==> config.mk <==
export PLATFORM = sky130hd
export DESIGN_NAME = ist_dly
export DESIGN_NICKNAME = d
export VERILOG_FILES = /design/src/ist_dly.sv
export SDC_FILE = /design/constraint.sdc
export NUM_CORES = 1
export LEC_CHECK = 0
export BUFFER_PORTS_ARGS = -buffer_cell sky130_fd_sc_hd__buf_2
export CORE_MARGIN = 4
export CORE_UTILIZATION = 30
export CTS_BUF_LIST = sky130_fd_sc_hd__clkbuf_8 sky130_fd_sc_hd__clkbuf_16
export DETAILED_ROUTE_END_ITERATION = 8
export PLACE_DENSITY = 0.64
export RECOVER_POWER = 25
export REMOVE_ABC_BUFFERS = 1
export SYNTH_ARGS = -nofsm -noshare
export SYNTH_HDL_FRONTEND = slang
export SYNTH_SLANG_ARGS = --single-unit
==> constraint.sdc <==
create_clock -name aclk -period 0.8 [get_ports aclk]
set_clock_uncertainty 0.1 [all_clocks]
set_input_delay 0.08 -clock aclk [delete_from_list [all_inputs] [get_ports aclk]]
set_output_delay 0.08 -clock aclk [all_outputs]
set_load 0.02 [all_outputs]
==> src/ist_dly.sv <==
// ---------------------------------------------------------------------------
// ist_dly
// Enabled delay line carrying a valid bit and a payload word.
// ---------------------------------------------------------------------------
module ist_dly #(
    parameter int W     = 32,
    parameter int DEPTH = 2
) (
    input  logic         aclk,
    input  logic         aresetn,
    input  logic         en,
    input  logic         vld_i,
    input  logic [W-1:0] dat_i,
    output logic         vld_o,
    output logic [W-1:0] dat_o
);

    logic [DEPTH-1:0] vld_reg;
    logic [W-1:0]     dat_reg [DEPTH];

    always_ff @(posedge aclk) begin
        if (!aresetn) begin
            vld_reg <= '0;
        end else if (en) begin
            vld_reg[0] <= vld_i;
            for (int k = 1; k < DEPTH; k++) begin
                vld_reg[k] <= vld_reg[k-1];
            end
        end
    end

    always_ff @(posedge aclk) begin
        if (en) begin
            dat_reg[0] <= dat_i;
            for (int k = 1; k < DEPTH; k++) begin
                dat_reg[k] <= dat_reg[k-1];
            end
        end
    end

    assign vld_o = vld_reg[DEPTH-1];
    assign dat_o = dat_reg[DEPTH-1];

endmodule

==> Flow_metrics.wiki <==
{| class="wikitable"
! Metric !! Value
|-
| Run status || finished, violations left
|-
| Failing checks || setup timing
|-
| Final setup slack of the worst path || -0.259 ns
|-
| Placer Congestion || 0.657
|-
| Via total after detailed routing || 1057
|-
| Crit Path Category || register to output port
|-
| Req. time, crit path || 0.62 ns
|-
| Boundary pin count || 69
|-
| Signal arrival time at the worst endpoint || 0.88 ns
|-
| Final setup vio count || 33
|-
| Cell variety after synth || 5
|-
| Area added between synthesis and finish || 42.9%
|-
| DRC errors left || 0
|-
| Fill cell instance count of the final layout || 666
|-
| Proportion of power drawn by combinational gates || 7.9%
|-
| Share of total power in sequential cells || 52.2%
|-
| Crit. End Element || output port
|-
| Number of antenna violations at the first check in global routing || 0
|-
| CTS H-tree depth || 3
|-
| Floorplan die area || 8890 um^2
|-
| Overall Power || 7.97 mW
|-
| Number of synthesized register bits || 66
|-
| Count of final max-slew check failures || 0
|-
| Met2 track demand over resource || 12.6%
|-
| Ratio of routed vias to standard cells || 3.67
|-
| Slowest library cell on the worst path || sky130_fd_sc_hd__edfxtp_1
|-
| Setup repair after global routing missed its margin || true
|-
| Placeable core region || 7250 um^2
|-
| Share of synthesized area occupied by flip-flops and latches || 87.8%
|-
| Total Nets Final || 220
|-
| Cell area after technology mapping || 2230 um^2
|-
| Count of warnings emitted by yosys || 0
|-
| Largest net degree at the start of global routing || 39
|-
| Max-cap violations || 0
|-
| Sw Ratio || 18.9%
|-
| Total Neg Setup Slack || -7.52 ns
|-
| Vias in the first global route || 1077
|-
| Commonest cells after routing, fill and taps aside || sky130_fd_sc_hd__edfxtp_1, sky130_fd_sc_hd__buf_2, sky130_fd_sc_hd__dlygate4sd3_1, sky130_fd_sc_hd__buf_6, sky130_fd_sc_hd__clkbuf_8
|-
| Aggregate routed wire length || 3.46 mm
|-
| Highest Clock Rate || 0.944 GHz
|-
| Wire length of the first global-routing pass || 5.09 mm
|-
| Antenna cell count || 0
|-
| Width of the die || 94.3 um
|-
| Crit start category || register
|-
| Hold Violations, Final || 0
|-
| Clock tree from TritonCTS || built
|-
| Share of the clock period used by the worst path || 132%
|-
| Actual slew at the worst max-slew pin || 0.456 ns
|-
| Standard cell area after detailed placement || 2500 um^2
|-
| # clock sinks || 66
|-
| Root Buffer || sky130_fd_sc_hd__clkbuf_8
|-
| Clock-pin slew on the worst setup and hold paths || 0.07 ns
|-
| Total routing resource utilization after global routing || 8.08%
|-
| Relative contribution of the clock network to total power || 39.9%
|-
| Static leakage || 1.24 nW
|-
| Post-DRT Antenna Nets || 0
|-
| GR Layer Usage met3 || 3.45%
|-
| Largest register FFs || 64
|-
| Worst-case clock buffer depth || 2
|-
| Detailed-routing iteration count for the pre-antenna-repair pass || 4
|-
| Total of buffers placed on input and output ports || 68
|-
| Busiest grt layer || met2
|-
| Average cell area after synthesis || 21.9 um^2
|-
| Worst hold margin || 0.236 ns
|-
| Tightest Hold Check Type || primary input to register
|-
| Largest fanout on the critical path || 1
|-
| Maximum vdd ir drop || 0.00141 V
|-
| Total clock buffers created by CTS || 9
|-
| Cells after Synth || 102
|-
| Aggregate global routing overflow || 0
|-
| Cells along the critical path || buf_6
|-
| Initial drt markers || 20
|-
| Max_slew headroom || 69.6%
|-
| Cell Rows || 31
|-
| Buffering stage count on the worst path with inverters included || 1
|-
| Floorplan die height || 94.3 um
|-
| Largest incremental delay on the critical path || 0.41 ns
|-
| Final critical delay including setup and external delays || 1.06 ns
|-
| Cell-internal power || 6.46 mW
|-
| Starting density of the core || 30.8%
|-
| Fraction of final layout cells with drive strength greater than 1 || 43.9%
|-
| Reported net switching power || 1.50 mW
|-
| Post-CTS setup buffers || 0
|-
| Post-route standard cell area excluding fillers || 3190 um^2
|-
| Most common cell after layout, fill and taps aside || sky130_fd_sc_hd__edfxtp_1
|-
| Global-route track usage on met1 || 8.77%
|-
| Average wire per standard cell || 12.0 um
|-
| Insertion delay to the later sink of the worst-skew pair || 0.32 ns
|-
| Top Family by Delay on Critical Path || flip-flops
|-
| Areal power density over the cells || 2490 nW/um^2
|}
## power by group through the flow
stage	registers, mW	clock network (mW)	logic [mW]
2_1_floorplan	4.35	0	0.00879
3_3_place_gp	4.21	0	0.432
3_5_place_dp	4.22	0	0.437
4_1_cts	4.15	3.28	0.587
5_1_grt	4.18	3.42	0.669
6_report	4.16	3.18	0.626
## kinds of logic after synthesis
group	count (synthesis)	share of synthesized area [%]
DFF	66	87.8
buffers and inverters	32	10.8
muxes	2	0.896
and+or+nand+nor	2	0.560
## final cells by class
class                   instances  area, um^2  share of cell area, %
flip-flops and latches         66        1960                   61.5
repair buffers                103         840                   26.3
clock inverters                 7         110                   3.45
multi-input cells               4        32.5                   1.02
well taps                      99         124                   3.88
clock buffers                   9         124                   3.88
## synthesized netlist by cell type (all sizes together)
master	n	area share, %
buf	32	11
mux2i	2	0.90
nor2b	2	0.56
dfxtp	2	1.8
edfxtp	64	86
## metal layers
layer | share of wire (%) | vias up
met2 | 50 | 49
met1 | 39 | 489
met4 | 2.3 | 0
met5 | 0 | -
met3 | 8.6 | 10
li1 | - | 509
## path summary, 6_finish.rpt
kind	from	cells past startpoint	slack [ns]	to
max	dat_reg[0][60]	1	-0.26	dat_o[28]
max reg2reg	dat_reg[0][22]	0	0.07	dat_reg[0][54]
min reg2reg	dat_reg[0][20]	0	0.32	dat_reg[0][52]
min	en	2	0.24	dat_reg[0][52]
## timing repair
item                                   in CTS  in global routing
gates resized for setup                    15                 35
setup endpoints to repair                  33                 34
hold buffers                               34                  0
endpoints found under the hold margin      34                  0
## through the flow
| stage | instances | util [%] | worst slack, ns |
|---|---|---|---|
| floorplan | 70 | - | 0.0320 |
| global placement | 239 | 34.4 | -0.0816 |
| detailed placement | 239 | 34.4 | -0.114 |
| CTS | 289 | 43.0 | -0.301 |
| global route | 288 | 44.0 | -0.307 |
| finish | 288 | 44.0 | -0.259 |
Power figures use the tool's default switching activity.
