<file path="src/ist_pkg.sv">
// ---------------------------------------------------------------------------
// ist_pkg
// Shared types, latencies and saturating Q16.16 helpers for the
// isothermal two-shock flux core.
// ---------------------------------------------------------------------------
package ist_pkg;

    typedef logic signed [31:0] q_t;

    localparam q_t Q_MAX = 32'sh7fffffff;
    localparam q_t Q_MIN = 32'sh80000000;

    localparam logic [30:0] SOUND_SPEED_RST = 31'd65536;

    // divider: prep + 31 quotient bits + output stage
    localparam int DIV_LAT  = 33;
    // square root: prep + 24 root bits
    localparam int SQRT_LAT = 25;
    localparam int SQRT_PAD = DIV_LAT - SQRT_LAT;

    // values carried alongside one item through the whole pipeline
    typedef struct packed {
        q_t   dl;
        q_t   dr;
        q_t   mxl;
        q_t   myl;
        q_t   mzl;
        q_t   mxr;
        q_t   myr;
        q_t   mzr;
        q_t   vxl;
        q_t   vyl;
        q_t   vzl;
        q_t   vxr;
        q_t   vyr;
        q_t   vzr;
        q_t   zl;
        q_t   zr;
        q_t   s;
        q_t   p;
        q_t   dz;
        q_t   dv;
        q_t   n1;
        q_t   d1;
        q_t   tmp;
        q_t   t2;
        q_t   u;
        q_t   qr;
        q_t   e;
        q_t   zcp;
        q_t   zcn;
        q_t   zc;
        q_t   mc;
        q_t   dc;
        q_t   mvl;
        q_t   mvr;
        q_t   cdz;
        q_t   sumv;
        q_t   a1;
        q_t   a2;
        q_t   w1;
        q_t   w2;
        q_t   sl;
        q_t   sr;
        q_t   vxc;
        logic bad;
    } ist_ctx_t;

    localparam int CTX_W = $bits(ist_ctx_t);

    function automatic q_t qsat64(input logic signed [63:0] v);
        if (v[63:31] == {33{v[63]}}) begin
            return q_t'(v[31:0]);
        end
        return v[63] ? Q_MIN : Q_MAX;
    endfunction

    function automatic q_t qadd(input q_t a, input q_t b);
        logic signed [63:0] t;
        t = 64'(a) + 64'(b);
        return qsat64(t);
    endfunction

    function automatic q_t qsub(input q_t a, input q_t b);
        logic signed [63:0] t;
        t = 64'(a) - 64'(b);
        return qsat64(t);
    endfunction

    // product >>> 16 rounds toward minus infinity
    function automatic q_t qmul(input q_t a, input q_t b);
        logic signed [63:0] p;
        p = 64'(a) * 64'(b);
        return qsat64(p >>> 16);
    endfunction

    function automatic q_t sat_twice(input logic [30:0] c);
        return c[30] ? Q_MAX : q_t'({c, 1'b0});
    endfunction

endpackage

</file>
<file path="src/ist_sqrt.sv">
// ---------------------------------------------------------------------------
// ist_sqrt
// Pipelined Q16.16 square root, one root bit per stage:
// root = floor(sqrt(rad * 2^16)) for rad > 0, else zero.
// ---------------------------------------------------------------------------
module ist_sqrt (
    input  logic        aclk,
    input  logic        en,
    input  ist_pkg::q_t rad,
    output ist_pkg::q_t root
);
    import ist_pkg::*;

    localparam int STEPS = 24;

    logic [47:0] x_reg    [STEPS+1];
    logic [25:0] rem_reg  [STEPS+1];
    logic [23:0] root_reg [STEPS+1];

    always_ff @(posedge aclk) begin
        if (en) begin
            x_reg[0]    <= (!rad[31] && rad != '0) ? {rad, 16'b0} : '0;
            rem_reg[0]  <= '0;
            root_reg[0] <= '0;
        end
    end

    for (genvar k = 0; k < STEPS; k++) begin : g_step
        localparam int BI = STEPS - 1 - k;
        logic [26:0] r2;
        logic [26:0] trial;
        logic        ge;

        assign r2    = {rem_reg[k][24:0], x_reg[k][2*BI+1 -: 2]};
        assign trial = {1'b0, root_reg[k], 2'b01};
        assign ge    = r2 >= trial;

        always_ff @(posedge aclk) begin
            if (en) begin
                x_reg[k+1]    <= x_reg[k];
                rem_reg[k+1]  <= ge ? 26'(r2 - trial) : r2[25:0];
                root_reg[k+1] <= {root_reg[k][22:0], ge};
            end
        end
    end

    assign root = q_t'({8'b0, root_reg[STEPS]});

endmodule

</file>
<file path="config.mk">
export PLATFORM = sky130hd
export DESIGN_NAME = ist_sqrt
export DESIGN_NICKNAME = d
export VERILOG_FILES = /design/src/ist_pkg.sv /design/src/ist_sqrt.sv
export SDC_FILE = /design/constraint.sdc
export NUM_CORES = 2
export LEC_CHECK = 0
export ABC_AREA = 1
export BUFFER_PORTS_ARGS = -buffer_cell sky130_fd_sc_hd__buf_2
export CORE_MARGIN = 2
export CORE_UTILIZATION = 55
export DETAILED_ROUTE_END_ITERATION = 8
export GPL_TIMING_DRIVEN = 0
export MAX_ROUTING_LAYER = met4
export PLACE_DENSITY_LB_ADDON = 0.2
export SLEW_MARGIN = 20
export SYNTH_ARGS = -nofsm -noshare
export SYNTH_HDL_FRONTEND = slang
export SYNTH_SLANG_ARGS = --single-unit
</file>
<file path="constraint.sdc">
create_clock -name aclk -period 2.39 [get_ports aclk]
set_input_delay 0.478 -clock aclk [delete_from_list [all_inputs] [get_ports aclk]]
set_output_delay 0.478 -clock aclk [all_outputs]
set_load 0.005 [all_outputs]
</file>
==> results.toml <==
[die]
core_um2 = 122000
rows = 128
die_h_um = 354
die_w_um = 354
dieArea_um2 = 126000
io-pin-count = 66
initial_utilization_pct = 55.4

[critical_path]
crit_required_ns = 2.85
arrival_ns = 2.83
crit_fanout = 11
end_kind = "register"
start_kind = "register"
critPathKind = "register to register"

[synthesis]
synth_top_area_share_pct = 49.2
synth-compound-area-share_pct = 3.77
synth_commonest_cells = "nand2_1 (3072), inv_1 (1553), edfxtp_1 (1107)"
synth_seq_cells = 1107
synth_edf_count = 1107
synth_mux_area_share_pct = 0
post-synth-top-count-cell = "nand2_1"
synth_cell_types = 54
avgSynthCellArea_um2 = 8.02
synth_top_family_by_area = "simple AND/OR/NAND/NOR gates"
synth_adder_area_share_pct = 5.95
yosys_warnings = 0
synth_top_area_cell = "edfxtp_1"
synthFlopType = "edfxtp_1"
ys_seq_area_share_pct = 49.2
synthArstFlopShare_pct = 0
synth_xor_area_share_pct = 2.27
syn_inst = 8419
syn_area_um2 = 67600
synthTopCellsByArea = "edfxtp_1 (49%), nand2_1 (17%), inv_1 (8.6%), ha_1 (5.7%), nand3_1 (3.7%)"
synth_simple_gate_area_share_pct = 29.0

[power_and_ir_drop]
p_per_area_nw_per_um2 = 758
ir_worst_vdd_v = 0.000851
power.switching_mw = 18.4
seq_power_share_pct = 44.1
p_sw_share_pct = 31.6
internal-power_mw = 39.9
p_comb_share_pct = 23.5
p_leak_nw = 36.1
clock_power_share_pct = 32.4

[sta]
min_period_over_period_pct = 99.3
fin_ws_ns = 0.0172
period_minus_slack_ns = 2.37
rsz0062_at_grt = "true"
skew_ns = 0.0205
fmax_mhz = 421
setup_tns_ns = 0
finalHoldViolCount = 0
slew_violations = 0
worst_slew_pin_slew_ns = 0.872
setup_violations = 0
max_slew_margin_pct = 41.8

[drt]
vias = 54200
drtIter0Drc = 4884
wirelength_um = 177000
drtAntennaViolNets = 0
wl_per_cell_um = 17.0
vias_per_cell = 5.20
dr.pass1.iters = 8
drcViolationCount = 0

[hold_path]
min_path_type = "input port to register"

[clocking]
htreeDepth = 3
clock_latency_ns = 0.74
cts_root_buffer = "clkbuf_16"
clockBufferDepth = 3
cts_sinks = 1107
cts_buffers = 117
tritoncts = "built"
clkTransAtPathRegs_ns = 0.06

[cells_and_area]
areaGrowthSynthToFinish_pct = 13.9
drive_above_1_share_pct = 10.4
largest_register_ffs = 535
final_area_um2 = 76900
diodes = 0
nets = 9060
post-route-util_pct = 63.1

[place]
hpwlAfterDp_um = 137000
pre_cts_ws_ns = -0.333
dpl-instance-area_um2 = 70100
gp_congestion = 0.958
port_buffers = 57

[run_status]
status = "finished, final reports clean"

[global_routing]
grt_pass1_wl_um = 272000
gr-usage-all-layers_pct = 28.4
overflow = 0
antenna_found_initial = 0
grt_start_max_net_pins = 159
grt_pass1_vias = 49400

[flow_run]
drv_cap = 0
-- area by class of cell --
| cell class | instances | area [um2] |
|---|---|---|
| fillers | 10600 | 44900 |
| flip-flops and latches | 1107 | 33200 |
| multi-input cells | 5653 | 29600 |
| inverters | 1586 | 5970 |
| clock buffers | 131 | 3000 |
| well taps | 1625 | 2030 |
| repair buffers | 163 | 1330 |
| clock inverters | 86 | 1000 |
| plain buffers | 81 | 748 |
-- metrics by stage --
| step | total power, mW | cells | hold slack, ns |
|---|---|---|---|
| global route | 61.3 | 10400 | 0.0544 |
| detailed placement | 38.5 | 10100 | 0.405 |
| global placement | 39.0 | 10100 | 0.400 |
| floorplan | 34.3 | 8428 | 0.400 |
| CTS | 57.8 | 10400 | 0.000464 |
| finish | 58.3 | 10400 | 0.0592 |
-- per-layer routing --
layer  global-route usage, %  part of all wire, %  vias up
li1                        -                    -    27400
met1                    41.6                   47    25000
met4                    7.17                  2.2        0
met5                       -                    0        -
met3                    3.67                  6.8      228
met2                    41.9                   44     1594
-- what timing repair did --
item / 4_1_cts / 5_1_grt
hold buffers: 0 / 0
gates cloned: 1 / 2
setup buffers: 22 / 73
gates resized for setup: 91 / 297
pin swaps: 8 / 27
setup endpoints to repair: 263 / 452
-- cells in the final DEF, fill, tap and decap left out, types with 48 or more instances in the layout --
master        n
nand2_1    3035
inv_1      1542
edfxtp_1   1107
nor2_1      643
nand3_1     487
a21oi_1     211
ha_1        195
nand4_1     134
xor2_1      122
buf_4       120
clkbuf_16   119
o21ai_0      91
ha_4         88
a21oi_2      78
nand2_2      76
nand3b_1     75
nor3_1       68
buf_2        62
xnor2_1      51
nor2_2       48
-- power groups by stage --
stage                     combinational (mW)  clock [mW]  sequential (mW)
after floorplan                         9.20           0             25.1
after global placement                  12.4           0             26.6
after detailed placement                12.5           0             26.0
after CTS                               12.8        19.3             25.6
after global routing                    15.5        20.0             25.9
final                                   13.7        18.9             25.7
-- cells by family after synthesis --
| family | count (synthesis) |
|---|---|
| flip-flops | 1107 |
| XOR/XNOR | 174 |
| AND/OR/NAND/NOR | 4700 |
| buffers and inverters | 1668 |
| adder cells (fa/ha/maj) | 317 |
| AO/OA/AOI/OAI | 452 |
| other | 1 |
-- worst paths after layout --
path | start | endpoint | slack [ns] | cells after the start
setup reg to reg | rem_reg[2][2] | rem_reg[2][30] | 0.02 | 13
hold reg to reg | x_reg[1][69] | x_reg[1][117] | 0.40 | 0
hold / removal | rad[31] | x_reg[0][24] | 0.06 | 2
setup / recovery | rem_reg[2][2] | rem_reg[2][30] | 0.02 | 13
-- critical path: stages (launching register included) --
cell and delay [ns]:
edfxtp_1 0.57, ha_4 0.31, a21oi_2 0.16, nand2_2 0.09, nand2_2 0.08, nand2_4 0.07
nand2_2 0.08, nand2_2 0.08, nand2_4 0.10, nand2_4 0.07, buf_12 0.15, buf_8 0.15
nand2_1 0.07, nand2_1 0.10
No activity file was read; power rests on OpenSTA's default activity.
